$ cat src/rtl/thjp_pkg.sv
`default_nettype none
// ----------------------------------------------------------------------------
// thjp_pkg: shared types and constants for the tensor header parser.
// Holds the record kinds, error codes, parser modes and the payload and
// queue entry structs used by the front and back parts.
// ----------------------------------------------------------------------------
package thjp_pkg;

  localparam int unsigned DefaultMaxSkipDepth = 255;

  typedef enum logic [2:0] {
    KIND_KEYBYTE = 3'd0,
    KIND_KEYEND  = 3'd1,
    KIND_DIM     = 3'd2,
    KIND_TENSOR  = 3'd3,
    KIND_DONE    = 3'd4,
    KIND_ERROR   = 3'd5
  } kind_e;

  typedef enum logic [1:0] {
    ERR_NONE      = 2'd0,
    ERR_DTYPE     = 2'd1,
    ERR_MALFORMED = 2'd2,
    ERR_EARLY_END = 2'd3
  } err_e;

  typedef enum logic [4:0] {
    M_OPEN, M_KEYWAIT, M_KEY, M_KEYCOLON, M_KEYVAL, M_META,
    M_FIELDWAIT, M_FIELDNAME, M_FIELDCOLON, M_FIELDVAL, M_DTYPESTR,
    M_SHAPE, M_OFF_A, M_OFF_B, M_OFF_C, M_OFF_D, M_SKIPFIELD, M_DONE, M_ERR
  } mode_e;

  // Byte class decided by the front part.
  typedef enum logic [3:0] {
    CL_OTHER, CL_BLANK, CL_DIGIT, CL_LBRACE, CL_RBRACE, CL_QUOTE,
    CL_BSLASH, CL_COLON, CL_COMMA, CL_LBRACK, CL_RBRACK
  } class_e;

  typedef struct packed {
    logic [7:0] header_byte;
    logic       last_byte;
  } in_beat_t;

  typedef struct packed {
    logic [7:0] header_byte;
    logic       last_byte;
    class_e     cls;
  } tok_t;

  typedef struct packed {
    logic [2:0]  kind;
    logic [63:0] value;
    logic [63:0] byte_count;
    logic [2:0]  dtype_code;
    logic        complete;
    logic [7:0]  rank;
    logic        is_metadata;
    logic [1:0]  error_code;
  } out_beat_t;

  // Character of a known word at a position, 8'h00 beyond its end.
  function automatic logic [7:0] word_char(input logic [3:0] w, input logic [3:0] p);
    logic [95:0] s;
    logic [3:0]  len;
    logic [7:0]  c;
    s = '0;
    len = 4'd0;
    c = 8'h00;
    case (w)
      4'd0: begin s = "__metadata__"; len = 4'd12; end
      4'd1: begin s = {56'h0, "dtype"}; len = 4'd5; end
      4'd2: begin s = {56'h0, "shape"}; len = 4'd5; end
      4'd3: begin s = {"data_", "offsets"}; len = 4'd12; end
      4'd4: begin s = {64'h0, "BF16"}; len = 4'd4; end
      4'd5: begin s = {72'h0, "F32"}; len = 4'd3; end
      4'd6: begin s = {72'h0, "F16"}; len = 4'd3; end
      4'd7: begin s = {72'h0, "I32"}; len = 4'd3; end
      4'd8: begin s = {72'h0, "I64"}; len = 4'd3; end
      default: begin s = '0; len = 4'd0; end
    endcase
    if (p < len) begin
      c = s[8*(len - p - 4'd1) +: 8];
    end
    return c;
  endfunction

  function automatic logic [3:0] word_len(input logic [3:0] w);
    logic [3:0] l;
    case (w)
      4'd0, 4'd3: l = 4'd12;
      4'd1, 4'd2: l = 4'd5;
      4'd4:       l = 4'd4;
      default:    l = 4'd3;
    endcase
    return l;
  endfunction

endpackage : thjp_pkg
`default_nettype wire

$ cat src/rtl/thjp_front.sv
`default_nettype none
// ----------------------------------------------------------------------------
// thjp_front: input stage and byte classifier.
// Registers each accepted beat together with its character class.
// ----------------------------------------------------------------------------
module thjp_front (
  input  wire logic              clk_i,
  input  wire logic              rst_ni,
  input  wire thjp_pkg::in_beat_t in_i,
  input  wire logic              in_valid_i,
  output logic                   in_ready_o,
  output thjp_pkg::tok_t         tok_o,
  output logic                   tok_valid_o,
  input  wire logic              tok_ready_i
);
  import thjp_pkg::*;

  logic   valid_q;
  tok_t   tok_q;
  class_e cls;

  // Classify the incoming byte.
  always_comb begin
    unique case (in_i.header_byte)
      8'h20, 8'h09, 8'h0A, 8'h0D: cls = CL_BLANK;
      8'h7B: cls = CL_LBRACE;
      8'h7D: cls = CL_RBRACE;
      8'h22: cls = CL_QUOTE;
      8'h5C: cls = CL_BSLASH;
      8'h3A: cls = CL_COLON;
      8'h2C: cls = CL_COMMA;
      8'h5B: cls = CL_LBRACK;
      8'h5D: cls = CL_RBRACK;
      default: begin
        if (in_i.header_byte >= 8'h30 && in_i.header_byte <= 8'h39) cls = CL_DIGIT;
        else cls = CL_OTHER;
      end
    endcase
  end

  assign in_ready_o  = !valid_q || tok_ready_i;
  assign tok_valid_o = valid_q;
  assign tok_o       = tok_q;

  // Pipeline register for one classified beat.
  always_ff @(posedge clk_i or negedge rst_ni) begin
    if (!rst_ni) begin
      valid_q <= 1'b0;
    end else if (in_ready_o) begin
      valid_q <= in_valid_i;
    end
  end

  always_ff @(posedge clk_i) begin
    if (in_ready_o && in_valid_i) begin
      tok_q <= '{header_byte: in_i.header_byte, last_byte: in_i.last_byte, cls: cls};
    end
  end
endmodule : thjp_front
`default_nettype wire

$ cat config.mk
export PLATFORM = sky130hd
export DESIGN_NAME = thjp_front
export DESIGN_NICKNAME = d
export VERILOG_FILES = /design/src/rtl/thjp_pkg.sv /design/src/rtl/thjp_front.sv
export SDC_FILE = /design/constraint.sdc
export NUM_CORES = 1
export LEC_CHECK = 0
export ABC_AREA = 1
export BUFFER_PORTS_ARGS = -buffer_cell sky130_fd_sc_hd__buf_2
export CAP_MARGIN = 20
export CELL_PAD_IN_SITES_DETAIL_PLACEMENT = 1
export CELL_PAD_IN_SITES_GLOBAL_PLACEMENT = 1
export CORE_MARGIN = 2
export CORE_UTILIZATION = 35
export CTS_CLUSTER_DIAMETER = 150
export DETAILED_ROUTE_END_ITERATION = 12
export PLACE_DENSITY_LB_ADDON = 0.1
export SLEW_MARGIN = 20
export SYNTH_ARGS = -nofsm -noshare
export SYNTH_HDL_FRONTEND = slang
export SYNTH_SLANG_ARGS = --single-unit
$ cat constraint.sdc
create_clock -name clk_i -period 2.7 [get_ports clk_i]
set_clock_uncertainty 0.15 [all_clocks]
set_input_delay 0.405 -clock clk_i [delete_from_list [all_inputs] [get_ports clk_i]]
set_output_delay 0.405 -clock clk_i [all_outputs]
set_load 0.01 [all_outputs]
==> out/metrics.csv <==
stage,metric,value,unit
worst_setup_path,rrSetupSlack,1480,ps
die,initial_utilization,0.362,
pwr,max-vdd-ir-drop,0.189,mV
timing,slew_viol_final,0,
grt,grt_pass1_wl,2.93,mm
synthesis,avgSynthCellArea,8.50,um2
grt,grt_max_degree,14,
worst_setup_path,cp-end-kind,output port,
timing,fin_setup_tns,0,ps
cells_and_area,synthToLayoutAreaGrowth,30.9,%
cells_and_area,multi_input_area,231,um2
grt,track_usage,0.165,
pwr,total_power,0.436,mW
die,die_w,48.3,um
min_path,whs_path_depth,1,
worst_setup_path,critPathLaunchType,flip-flop,
synthesis,synth_cells,81,
cells_and_area,seqCellArea,415,um2
die,core_area,0.00190,mm2
die,die_y,48.3,um
synthesis,syn-num-nets,94,
worst_setup_path,cp.arrival,890,ps
die,rows,16,
clock_tree,htree_levels,1,
worst_setup_path,timing.rr.start,tok_valid_o,
pwr,p_leak,0.459,nW
placement,dpl.hpwl,1.34,mm
clock_tree,cts_root_buf,clkbuf_4,
cells_and_area,drive_gt1_frac,0.325,
die,fp.dieArea,0.00234,mm2
drt,wl_per_cell,11.6,um
min_path,min_path_type,in2reg,
timing,fmax,692,MHz
grt,grt_pass1_vias,637,
worst_setup_path,worstPathCellList,"nand2_1, buf_2",
clock_tree,path_clk_slew,70,ps
synthesis,syn_area,688,um2
worst_setup_path,path_max_fanout,3,
worst_setup_path,r2r-end,tok_o[6],
timing,fin_crit_sh,0.535,
die,io_pins,28,
clock_tree,cts_tree,yes,
status,status,finished clean,
worst_setup_path,criticalPathCategory,reg2out,
clock_tree,clockBufferDepth,2,
drt,ant_nets,0,
timing,setup_viol,0,
worst_setup_path,cpPeakStageDelay,400,ps
synthesis,ys_warn_count,0,
cells_and_area,nFillCells,259,
grt,antenna_found_initial,0,
drt,firstDrtPassIters,4,
timing,worstMarginPinSlew,207,ps
min_path,hold_end,tok_o[4],
pwr,p_per_area,484,mW/mm2
clock_tree,cts_buffers,3,
grt,grt_remaining_overflow,0,
worst_setup_path,cp.required,2140,ps
timing,relSlewSlack,0.862,
drt,routed_via_density,4.39,
drt,wl,1.64,mm
clock_tree,clkSinkCount,14,
timing,final-hold-violation-count,0,
drt,drtIter0Drc,12,
worst_setup_path,critPathSlowestCell,dfrtp_1,
synthesis,yosysSeqAreaShare,0.604,
clock_tree,clkLatencyLatePin,260,ps
cells_and_area,num_antenna_cells,0,
cells_and_area,nets,128,
flow_run,maxCapViolations,0,
synthesis,synth_seq_cells,14,
timing,min_period,1440,ps
drt,post-route-drc-count,0,
placement,gp_congestion,0.901,
min_path,min_from,in_i[0],
timing,rsz0062_at_grt,no,
placement,portBuffers,27,
synthesis,yosysUniqueCellTypes,11,
worst_setup_path,r2r_cells,2,
drt,num_vias,619,
[state kept, by name, summed over array words and instances (netlist names)]
signal	flops
tok_o	13
tok_valid_o	1
[kinds of logic (layout without fill, tap and decap cells)]
family,Yosys count,after routing,share of synthesized area
AOI/OAI and AO/OA,2,2,0.0145
buffers and inverters,11,44,0.0600
DFF,14,14,0.604
and+or+nand+nor,54,54,0.322
[worst max path at each step]
stage	from	to	slack, ps
floorplan	tok_valid_o	tok_o[0]	1030
global placement	in_i[4]	tok_o[0]	1240
detailed placement	in_i[4]	tok_o[0]	1230
CTS	tok_valid_o	in_ready_o	1260
global route	tok_valid_o	in_ready_o	1190
finish	tok_valid_o	in_ready_o	1260
[cell usage in the layout (no fill, tap or decap), types with 2 or more instances in the layout]
master / count
nor2_2: 3
nor2_1: 14
clkbuf_4: 3
nand2_2: 2
edfxtp_1: 13
buf_2: 27
a21oi_1: 2
inv_1: 10
nand2_1: 31
nand3_1: 3
[cell usage after synthesis (all sizes together)]
cell type,number,area share
edfxtp,13,0.57
nand2,33,0.19
inv,11,0.060
a21oi,2,0.015
nand3,3,0.022
nand4,1,0.0091
dfrtp,1,0.036
nor2,17,0.10
[routing by layer]
| metal | GRT usage | vias up | part of all wire |
|---|---|---|---|
| met4 | 0.0714 | 0 | 0 |
| met1 | 0.202 | 280 | 0.45 |
| met2 | 0.285 | 16 | 0.51 |
| met5 | 0 | - | 0 |
| li1 | - | 323 | - |
| met3 | 0.0309 | 0 | 0.035 |
[area by class of cell]
cell class / instances / area share
clock buffer: 4 / 0.0292
inverter: 11 / 0.0458
timing repair buffer: 29 / 0.169
tap: 27 / 0.0375
multi-input combinational: 56 / 0.257
sequential: 14 / 0.461
[per-stage QoR]
step	utilization	setup slack, ps	hold slack, ps	cell area (um2)	instances
after floorplan	-	1030	-40.6	688	81
after global placement	0.455	1240	29.7	865	136
after detailed placement	0.455	1230	30.9	865	136
after CTS	0.474	1260	158	901	141
after global routing	0.474	1190	144	901	141
final	0.474	1260	164	901	141
[what timing repair did]
| item | in CTS | in global routing |
|---|---|---|
| resized for setup | 0 | 0 |
| hold endpoints to repair | 1 | 0 |
| setup buffers | 0 | 0 |
| hold buffers | 1 | 0 |
[worst max-delay path, delay by kind of cell, from the launching register on]
kind | cells | cell delay [ps]
DFF | 1 | 400
buffers and inverters | 1 | 130
and+or+nand+nor | 1 | 90
[where the power goes]
group,internal [mW],total (mW),leakage [nW],switching (mW)
Combinational,0.0235,0.0632,0.307,0.0397
Sequential,0.250,0.253,0.137,0.00294
Clock,0.0571,0.120,0.0150,0.0631
Total,0.331,0.436,0.459,0.106
(Power assumes the default switching activity.)
