[config.mk]
export PLATFORM = sky130hd
export DESIGN_NAME = thjp_fifo
export DESIGN_NICKNAME = d
export VERILOG_FILES = /design/src/rtl/thjp_pkg.sv /design/src/rtl/thjp_fifo.sv
export SDC_FILE = /design/constraint.sdc
export NUM_CORES = 1
export LEC_CHECK = 0
export BUFFER_PORTS_ARGS = -buffer_cell sky130_fd_sc_hd__buf_4
export CORE_UTILIZATION = 45
export DETAILED_ROUTE_END_ITERATION = 8
export GPL_TIMING_DRIVEN = 0
export HOLD_SLACK_MARGIN = 0.02
export PLACE_DENSITY = 0.79
export RECOVER_POWER = 25
export SLEW_MARGIN = 20
export SYNTH_ARGS = -nofsm -noshare
export SYNTH_HDL_FRONTEND = slang
export SYNTH_SLANG_ARGS = --single-unit
export TNS_END_PERCENT = 1
[constraint.sdc]
create_clock -name clk_i -period 1.75 [get_ports clk_i]
set_input_delay 0.175 -clock clk_i [delete_from_list [all_inputs] [get_ports clk_i]]
set_output_delay 0.175 -clock clk_i [all_outputs]
set_load 0.02 [all_outputs]
[src/rtl/thjp_pkg.sv]
`default_nettype none
// ----------------------------------------------------------------------------
// thjp_pkg: shared types and constants for the tensor header parser.
// Holds the record kinds, error codes, parser modes and the payload and
// queue entry structs used by the front and back parts.
// ----------------------------------------------------------------------------
package thjp_pkg;

  localparam int unsigned DefaultMaxSkipDepth = 255;

  typedef enum logic [2:0] {
    KIND_KEYBYTE = 3'd0,
    KIND_KEYEND  = 3'd1,
    KIND_DIM     = 3'd2,
    KIND_TENSOR  = 3'd3,
    KIND_DONE    = 3'd4,
    KIND_ERROR   = 3'd5
  } kind_e;

  typedef enum logic [1:0] {
    ERR_NONE      = 2'd0,
    ERR_DTYPE     = 2'd1,
    ERR_MALFORMED = 2'd2,
    ERR_EARLY_END = 2'd3
  } err_e;

  typedef enum logic [4:0] {
    M_OPEN, M_KEYWAIT, M_KEY, M_KEYCOLON, M_KEYVAL, M_META,
    M_FIELDWAIT, M_FIELDNAME, M_FIELDCOLON, M_FIELDVAL, M_DTYPESTR,
    M_SHAPE, M_OFF_A, M_OFF_B, M_OFF_C, M_OFF_D, M_SKIPFIELD, M_DONE, M_ERR
  } mode_e;

  // Byte class decided by the front part.
  typedef enum logic [3:0] {
    CL_OTHER, CL_BLANK, CL_DIGIT, CL_LBRACE, CL_RBRACE, CL_QUOTE,
    CL_BSLASH, CL_COLON, CL_COMMA, CL_LBRACK, CL_RBRACK
  } class_e;

  typedef struct packed {
    logic [7:0] header_byte;
    logic       last_byte;
  } in_beat_t;

  typedef struct packed {
    logic [7:0] header_byte;
    logic       last_byte;
    class_e     cls;
  } tok_t;

  typedef struct packed {
    logic [2:0]  kind;
    logic [63:0] value;
    logic [63:0] byte_count;
    logic [2:0]  dtype_code;
    logic        complete;
    logic [7:0]  rank;
    logic        is_metadata;
    logic [1:0]  error_code;
  } out_beat_t;

  // Character of a known word at a position, 8'h00 beyond its end.
  function automatic logic [7:0] word_char(input logic [3:0] w, input logic [3:0] p);
    logic [95:0] s;
    logic [3:0]  len;
    logic [7:0]  c;
    s = '0;
    len = 4'd0;
    c = 8'h00;
    case (w)
      4'd0: begin s = "__metadata__"; len = 4'd12; end
      4'd1: begin s = {56'h0, "dtype"}; len = 4'd5; end
      4'd2: begin s = {56'h0, "shape"}; len = 4'd5; end
      4'd3: begin s = {"data_", "offsets"}; len = 4'd12; end
      4'd4: begin s = {64'h0, "BF16"}; len = 4'd4; end
      4'd5: begin s = {72'h0, "F32"}; len = 4'd3; end
      4'd6: begin s = {72'h0, "F16"}; len = 4'd3; end
      4'd7: begin s = {72'h0, "I32"}; len = 4'd3; end
      4'd8: begin s = {72'h0, "I64"}; len = 4'd3; end
      default: begin s = '0; len = 4'd0; end
    endcase
    if (p < len) begin
      c = s[8*(len - p - 4'd1) +: 8];
    end
    return c;
  endfunction

  function automatic logic [3:0] word_len(input logic [3:0] w);
    logic [3:0] l;
    case (w)
      4'd0, 4'd3: l = 4'd12;
      4'd1, 4'd2: l = 4'd5;
      4'd4:       l = 4'd4;
      default:    l = 4'd3;
    endcase
    return l;
  endfunction

endpackage : thjp_pkg
`default_nettype wire

[src/rtl/thjp_fifo.sv]
`default_nettype none
// ----------------------------------------------------------------------------
// thjp_fifo: two-entry queue between front and back parts.
// Full throughput with registered ready toward the front.
// ----------------------------------------------------------------------------
module thjp_fifo (
  input  wire logic           clk_i,
  input  wire logic           rst_ni,
  input  wire thjp_pkg::tok_t wr_i,
  input  wire logic           wr_valid_i,
  output logic                wr_ready_o,
  output thjp_pkg::tok_t      rd_o,
  output logic                rd_valid_o,
  input  wire logic           rd_ready_i
);
  import thjp_pkg::*;

  tok_t       mem_q [2];
  logic       wptr_q, rptr_q;
  logic [1:0] cnt_q;
  logic       push, pop;

  assign wr_ready_o = (cnt_q != 2'd2);
  assign rd_valid_o = (cnt_q != 2'd0);
  assign rd_o       = mem_q[rptr_q];
  assign push       = wr_valid_i && wr_ready_o;
  assign pop        = rd_valid_o && rd_ready_i;

  // Pointers and fill count.
  always_ff @(posedge clk_i or negedge rst_ni) begin
    if (!rst_ni) begin
      wptr_q <= 1'b0;
      rptr_q <= 1'b0;
      cnt_q  <= 2'd0;
    end else begin
      if (push) wptr_q <= !wptr_q;
      if (pop) rptr_q <= !rptr_q;
      cnt_q <= cnt_q + {1'b0, push} - {1'b0, pop};
    end
  end

  always_ff @(posedge clk_i) begin
    if (push) mem_q[wptr_q] <= wr_i;
  end
endmodule : thjp_fifo
`default_nettype wire

==> summary.txt, run 1 <==
Logic synthesis
  – Top-count cell post-synth: edfxtp_1
  – Proportion of synthesized chip area in sequential cells: 75.5%
  – Mean cell area of the mapped netlist: 18.8 um^2
  – Simple-gate share of the synthesized area: 5.58%
  – Share of the synthesized area in the top cell type: 67.0%
  – Total of warnings raised by yosys: 0
  – Xor and xnor fraction of the mapped netlist area: under 10%
  – Leading cell types by total area after synthesis: edfxtp_1 (67%), mux2_2 (13%), dfrtp_1 (8.6%)
  – Post-synthesis cell count: 62
  – Mapped Nets: 80
  – Number of enable flip-flop cells after synthesis: 26
  – Netlist cell types: 17
  – Complex-gate fraction of the synthesized area: 2.58%
  – Dominant combinational cell family by area after synthesis: multiplexers
  – Cell type with the largest total area after synthesis: edfxtp_1
  – Synth async-reset ratio: between 10% and 20%
  – Most used flip-flop cell after synthesis: edfxtp_1
  – Most frequent cells after synthesis: edfxtp_1 (26), mux2_2 (13), dfrtp_1 (4)
  – Combined area of all synthesized cells: 0.00117 mm^2
  – Adder-cell share of the synthesized area: 1.07%
  – Seq cells post-synth: 30
  – Fraction of synthesized area in multiplexers: 12.6%

GRT
  – Overall fraction of global-route tracks in use: 14.8%
  – Initial antenna violation count: 0
  – Global-route wire length before repair: about 2.7 mm
  – Total global routing overflow: 0
  – Largest net degree at the start of global routing: 14
  – Via count of the first global-routing pass: 605

Timing
  – Setup WS post-layout: 0.131 ns
  – Setup Viol. Count Final: 0
  – Transition at the pin with the smallest max-transition slack: 0.390 ns
  – Fin. Hold Viols: 0
  – Largest clock skew in the final design: 0.00450 ns
  – Relative slew slack: between 70% and 80%
  – Number of slew-limit violations in the final report: 0
  – Setup repair after global routing missed its margin: no
  – Max Clock Freq: 618 MHz
  – Share of the clock period used by the worst path after layout: 92.5%
  – Time the worst path needs with I/O delays and setup: 1.62 ns
  – Final total negative setup slack: 0 ns

Clock tree
  – Clock transition at the register clock pins on the worst setup and hold paths after CTS: 0.09 ns
  – Number of CTS-inserted buffers: 5
  – CTS tree: built
  – Clock latency at the later pin of the worst-skew pair: 0.31 ns
  – Clock Root Buffer: clkbuf_4
  – Max H-tree Level: 2
  – Number of buffers on the longest clock path: 2
  – Total clock sinks: 30
  – Postcts setup bufs: 0

Pwr
  – Power Dens Cells: 1540 mW/mm^2
  – Power Internal: 1.68 mW
  – Sw frac: 32.5%
  – Maximum vdd ir drop: 1.02 mV
  – Combinational Power Share: roughly 40%
  – Clock share of power: 16.5%
  – Psw: 0.811 mW
  – Share of total power in sequential cells: a little over two fifths
  – Leakage power summed over all cells: 0.625 nW
  – Total chip power: 2.49 mW

Routing
  – First-pass iteration count of the detailed router: 3
  – Post-detailed-route via-to-cell ratio: 4.80
  – Number of remaining DRC errors: 0
  – Detailed-route via count: 687
  – Iteration-0 DRC count of the detailed router: 8
  – Sum of routed wire length over all layers: between 1.5 and 2 mm
  – Final antenna-violating net count: 0
  – Average wire per standard cell: 13.5 um

Placed design
  – Cell count after placement: around 120
  – Minimum setup slack after placement: 0.0826 ns
  – Placer Congestion: 0.602
  – Detailed placement HPWL: 1.28 mm
  – Buffers on Ports: 31

Setup path
  – Startpoint Class: flip-flop
  – Worst endpoint required time: 1.57 ns
  – Maximum net fanout on the critical path: 10
  – Category of the worst setup path capture point: primary output
  – WS Path Type: flip-flop to primary output
  – Data arrival time of the worst path: 1.44 ns

Floorplan
  – Core outline area: between 0.002 and 0.0025 mm^2
  – Core Rows: 18
  – Die ar.: 0.00280 mm^2
  – Initial Util: 47.5%
  – Number of top-level pins: 32
  – Die Span Y: roughly 53 um
  – Chip width: 52.9 um

Job
  – Max cap viols: 0

Final layout
  – Net count of the finished layout: 130
  – Fill count: 166
  – Antenna diode count: 0
  – Fraction of final layout cells with drive strength greater than 1: around 50%
  – Layout Area Growth over Synthesis: 38.9%
  – Count of non-filler cells in the finished layout: 143

Min path
  – Type of the worst min-delay path: input pin to flip-flop

Status
  – Run status: complete, no violations
[cells in the final DEF (no fill, tap or decap), drive strengths merged, types with 2 or more instances in the layout]
cell,n
mux2,13
dlygate4sd3,12
buf,24
edfxtp,26
dfrtp,4
nor2,3
nand2,2
xnor2,3
clkbuf,15
[metrics by stage]
| stage | util [%] | hold slack, ns | cell area [um^2] |
|---|---|---|---|
| floorplan | - | -0.121 | 1170 |
| global route | 66.0 | 0.0458 | 1620 |
| detailed placement | 58.6 | -0.0239 | 1440 |
| finish | 66.0 | 0.0710 | 1620 |
| CTS | 61.6 | 0.0219 | 1510 |
| global placement | 58.6 | -0.0263 | 1440 |
[layer usage]
metal	part of all wire, %	track usage, %	up-vias
met5	0	0	-
met4	1.9	7.89	0
met2	54	23.6	21
met1	39	16.3	326
li1	-	-	336
met3	4.7	6.90	4
[path summary, 6_finish.rpt]
path / startpoint / end / slack [ns] / cells past startpoint
max: rptr_q / rd_o[9] / 0.13 / 3
min: wr_i[8] / mem_q[1][8] / 0.07 / 1
max reg2reg: cnt_q[0] / mem_q[0][6] / 0.31 / 3
min reg2reg: wptr_q / wptr_q / 0.55 / 1
max in group asynchronous: rst_ni / rptr_q / 1.32 / 2
min in group asynchronous: rst_ni / wptr_q / 0.22 / 2
[registers in the layout (all words and copies together) (netlist names)]
register and cells:
wptr_q 1, cnt_q 2, rptr_q 1, mem_q 26
[worst max-delay path, cell delays in order (launching register included)]
cell	delay (ns)
dfrtp_2	0.42
buf_4	0.21
mux2_2	0.35
buf_4	0.16
[final cells by class]
| type | count | area (um^2) | area share [%] |
|---|---|---|---|
| plain buffers | 1 | 7.51 | 0.463 |
| clock buffers | 7 | 55.1 | 3.40 |
| clock inverters | 1 | 5.00 | 0.309 |
| well taps | 30 | 37.5 | 2.32 |
| flip-flops and latches | 30 | 882 | 54.4 |
| repair buffers | 43 | 345 | 21.3 |
| multi-input cells | 31 | 288 | 17.8 |
[timing repair]
action,in CTS,in global routing
hold buffers,1,11
cloned,0,0
gates resized for setup,1,2
setup endpoints to repair,9,22
hold endpoints to repair,4,21
[logic make-up (layout without fill, tap and decap cells)]
logic type               count (synthesis)  in the layout
AO/OA/AOI/OAI                            3              3
XOR/XNOR                                 3              3
adder cells (fa/ha/maj)                  1              1
buffers and inverters                    1             52
flip-flops                              30             30
multiplexers                            13             13
AND/OR/NAND/NOR                         11             11
[power by group through the flow]
stage / Combinational (mW) / Sequential [mW] / Clock [mW]
floorplan: 0.637 / 1.07 / 0
global placement: 0.958 / 1.09 / 0
detailed placement: 0.970 / 1.11 / 0
CTS: 0.981 / 1.09 / 0.432
global route: 1.06 / 1.12 / 0.462
finish: 0.985 / 1.09 / 0.410
Power figures use the tool's default switching activity.
==> run 2, diff against run 1 <==
Settings changed: CELL_PAD_IN_SITES_DETAIL_PLACEMENT from default to 1, CELL_PAD_IN_SITES_GLOBAL_PLACEMENT from default to 1, CORE_UTILIZATION 45 to 41, PLACE_DENSITY 0.79 to 0.85.
==> summary.txt, run 2 (synthesis results as in run 1) <==
Status
  – Run status: complete, no violations

Clock tree
  – Number of CTS-inserted buffers: 5
  – Postcts setup bufs: 0
  – Total clock sinks: 30
  – Clock latency at the later pin of the worst-skew pair: 0.34 ns
  – CTS tree: built
  – Number of buffers on the longest clock path: 2
  – Clock Root Buffer: clkbuf_4
  – Max H-tree Level: 2
  – Clock transition at the register clock pins on the worst setup and hold paths after CTS: 0.09 ns

Placed design
  – Placer Congestion: 0.715
  – Detailed placement HPWL: 1.51 mm
  – Buffers on Ports: 31
  – Placed instance area: 0.00144 mm^2

Routing
  – Topmost layer with routed signal wires: met4
  – Number of remaining DRC errors: 0
  – Detailed-route via count: 697
  – Final antenna-violating net count: 0
  – Iteration-0 DRC count of the detailed router: 18
  – Met3 WL post-DR: 93 um
  – DRT met1 WL: ~960 um
  – First-pass iteration count of the detailed router: 4
  – Average wire per standard cell: 16.5 um
  – Met2 WL: 1.20 mm
  – Post-detailed-route via-to-cell ratio: 4.94
  – Sum of routed wire length over all layers: 2.33 mm

Floorplan
  – Core outline area: 0.00259 mm^2
  – Initial Util: 45.0%
  – Die Span Y: 55.3 um
  – Chip width: 55.3 um
  – Number of top-level pins: 32
  – Core Rows: 18
  – Die ar.: 0.00306 mm^2

Setup path
  – Worst setup path startpoint: rptr_q
  – Data arrival time of the worst path: 1.50 ns
  – Maximum net fanout on the critical path: 10
  – WS Path Type: flip-flop to primary output
  – Worst flop-to-flop path startpoint: cnt_q[0]
  – Worst endpoint required time: 1.57 ns
  – Category of the worst setup path capture point: primary output
  – Startpoint Class: flip-flop

Timing
  – Transition at the pin with the smallest max-transition slack: ~0.39 ns
  – Number of slew-limit violations in the final report: 0
  – Max Clock Freq: between 500 and 600 MHz
  – Share of the clock period used by the worst path after layout: 95.6%
  – Time the worst path needs with I/O delays and setup: 1.67 ns
  – Setup Viol. Count Final: 0
  – Final total negative setup slack: 0 ns
  – Relative slew slack: 74.1%
  – Fin. Hold Viols: 0
  – Setup repair after global routing missed its margin: no
  – Largest clock skew in the final design: between 0.009 and 0.01 ns

Min path
  – Worst hold start: wr_i[6]
  – Type of the worst min-delay path: input pin to flip-flop

GRT
  – Overall fraction of global-route tracks in use: 16.9%
  – Largest net degree at the start of global routing: 14
  – Total global routing overflow: 0
  – Global-route wire length before repair: around 3.7 mm
  – Via count of the first global-routing pass: 741
  – Initial antenna violation count: 0

Final layout
  – Register area: 882 um^2
  – Area taken by multi-input logic gates: 288 um^2
  – Net count of the finished layout: 128
  – Commonest cells after routing, fill and taps aside: edfxtp_1 (26), buf_4 (23), mux2_2 (13)
  – Leading cell type in the layout, fill and taps excluded: edfxtp_1
  – Antenna diode count: 0
  – Finished layout cell area: approximately 0.0016 mm^2
  – Largest register FFs: 26
  – Register name with the most flops: mem_q
  – Registers with the most flip-flops: mem_q (26), cnt_q (2)
  – Fill count: 249
  – Fraction of final layout cells with drive strength greater than 1: between 40% and 50%
  – Layout Area Growth over Synthesis: 35.5%

Pwr
  – Leakage power summed over all cells: 0.603 nW
  – Power Dens Cells: 1580 mW/mm^2
  – Maximum vdd ir drop: 0.898 mV

Job
  – Max cap viols: 0
run 2: cell types whose count changed in the layout (fill, tap and decap cells not counted), sizes merged:
cell         previous run  this run
clkbuf                 15        14
dlygate4sd3            12        10
clkinv                  1         2
run 2: timing repair:
item / 4_1_cts / 5_1_grt
hold endpoints to repair: 19 / 0
setup endpoints to repair: 9 / 22
hold buffers: 10 / 0
gates resized for setup: 1 / 2
run 2: cell type report:
type	count	area share [%]
flip-flops and latches	30	55.8
repair buffers	41	19.9
multi-input cells	31	18.2
clock buffers	6	2.61
well taps	30	2.38
clock inverters	2	0.633
plain buffers	1	0.475
run 2: per-stage QoR:
stage | hold slack [ns] | std cells | util (%) | total power [mW] | worst slack (ns)
6_report | 0.0722 | 141 | 61.0 | 2.49 | 0.0775
5_1_grt | 0.0736 | 141 | 61.0 | 2.61 | 0.0294
4_1_cts | 0.0206 | 141 | 61.5 | 2.52 | 0.00781
3_5_place_dp | -0.0232 | 123 | 55.6 | 2.10 | 0.104
3_3_place_gp | -0.0247 | 123 | 55.6 | 2.06 | 0.122
2_1_floorplan | -0.121 | 62 | - | 1.71 | 0.192
run 2: critical path, stage by stage (launching register included):
cell	delay, ns
dfrtp_2	0.43
buf_4	0.22
mux2_2	0.35
buf_4	0.16
run 2: metal layers:
layer / vias up / global-route usage (%)
li1: 333 / -
met1: 330 / 18.1
met2: 25 / 29.1
met3: 9 / 4.22
met4: 0 / 11.8
met5: - / 0
run 2: path summary, 6_finish.rpt:
| kind | endpoint | slack [ns] | cells past startpoint |
|---|---|---|---|
| setup / recovery | rd_o[4] | 0.08 | 3 |
| hold / removal | mem_q[0][6] | 0.07 | 1 |
| setup reg to reg | mem_q[0][7] | 0.31 | 3 |
| hold reg to reg | wptr_q | 0.56 | 1 |
| max in group asynchronous | rptr_q | 1.35 | 2 |
| min in group asynchronous | rptr_q | 0.20 | 2 |
run 2: power by group:
part | internal, mW | total, mW | switching [mW]
Sequential | 0.992 | 1.10 | 0.104
Combinational | 0.490 | 1.01 | 0.515
Clock | 0.153 | 0.391 | 0.238
Total | 1.64 | 2.49 | 0.858
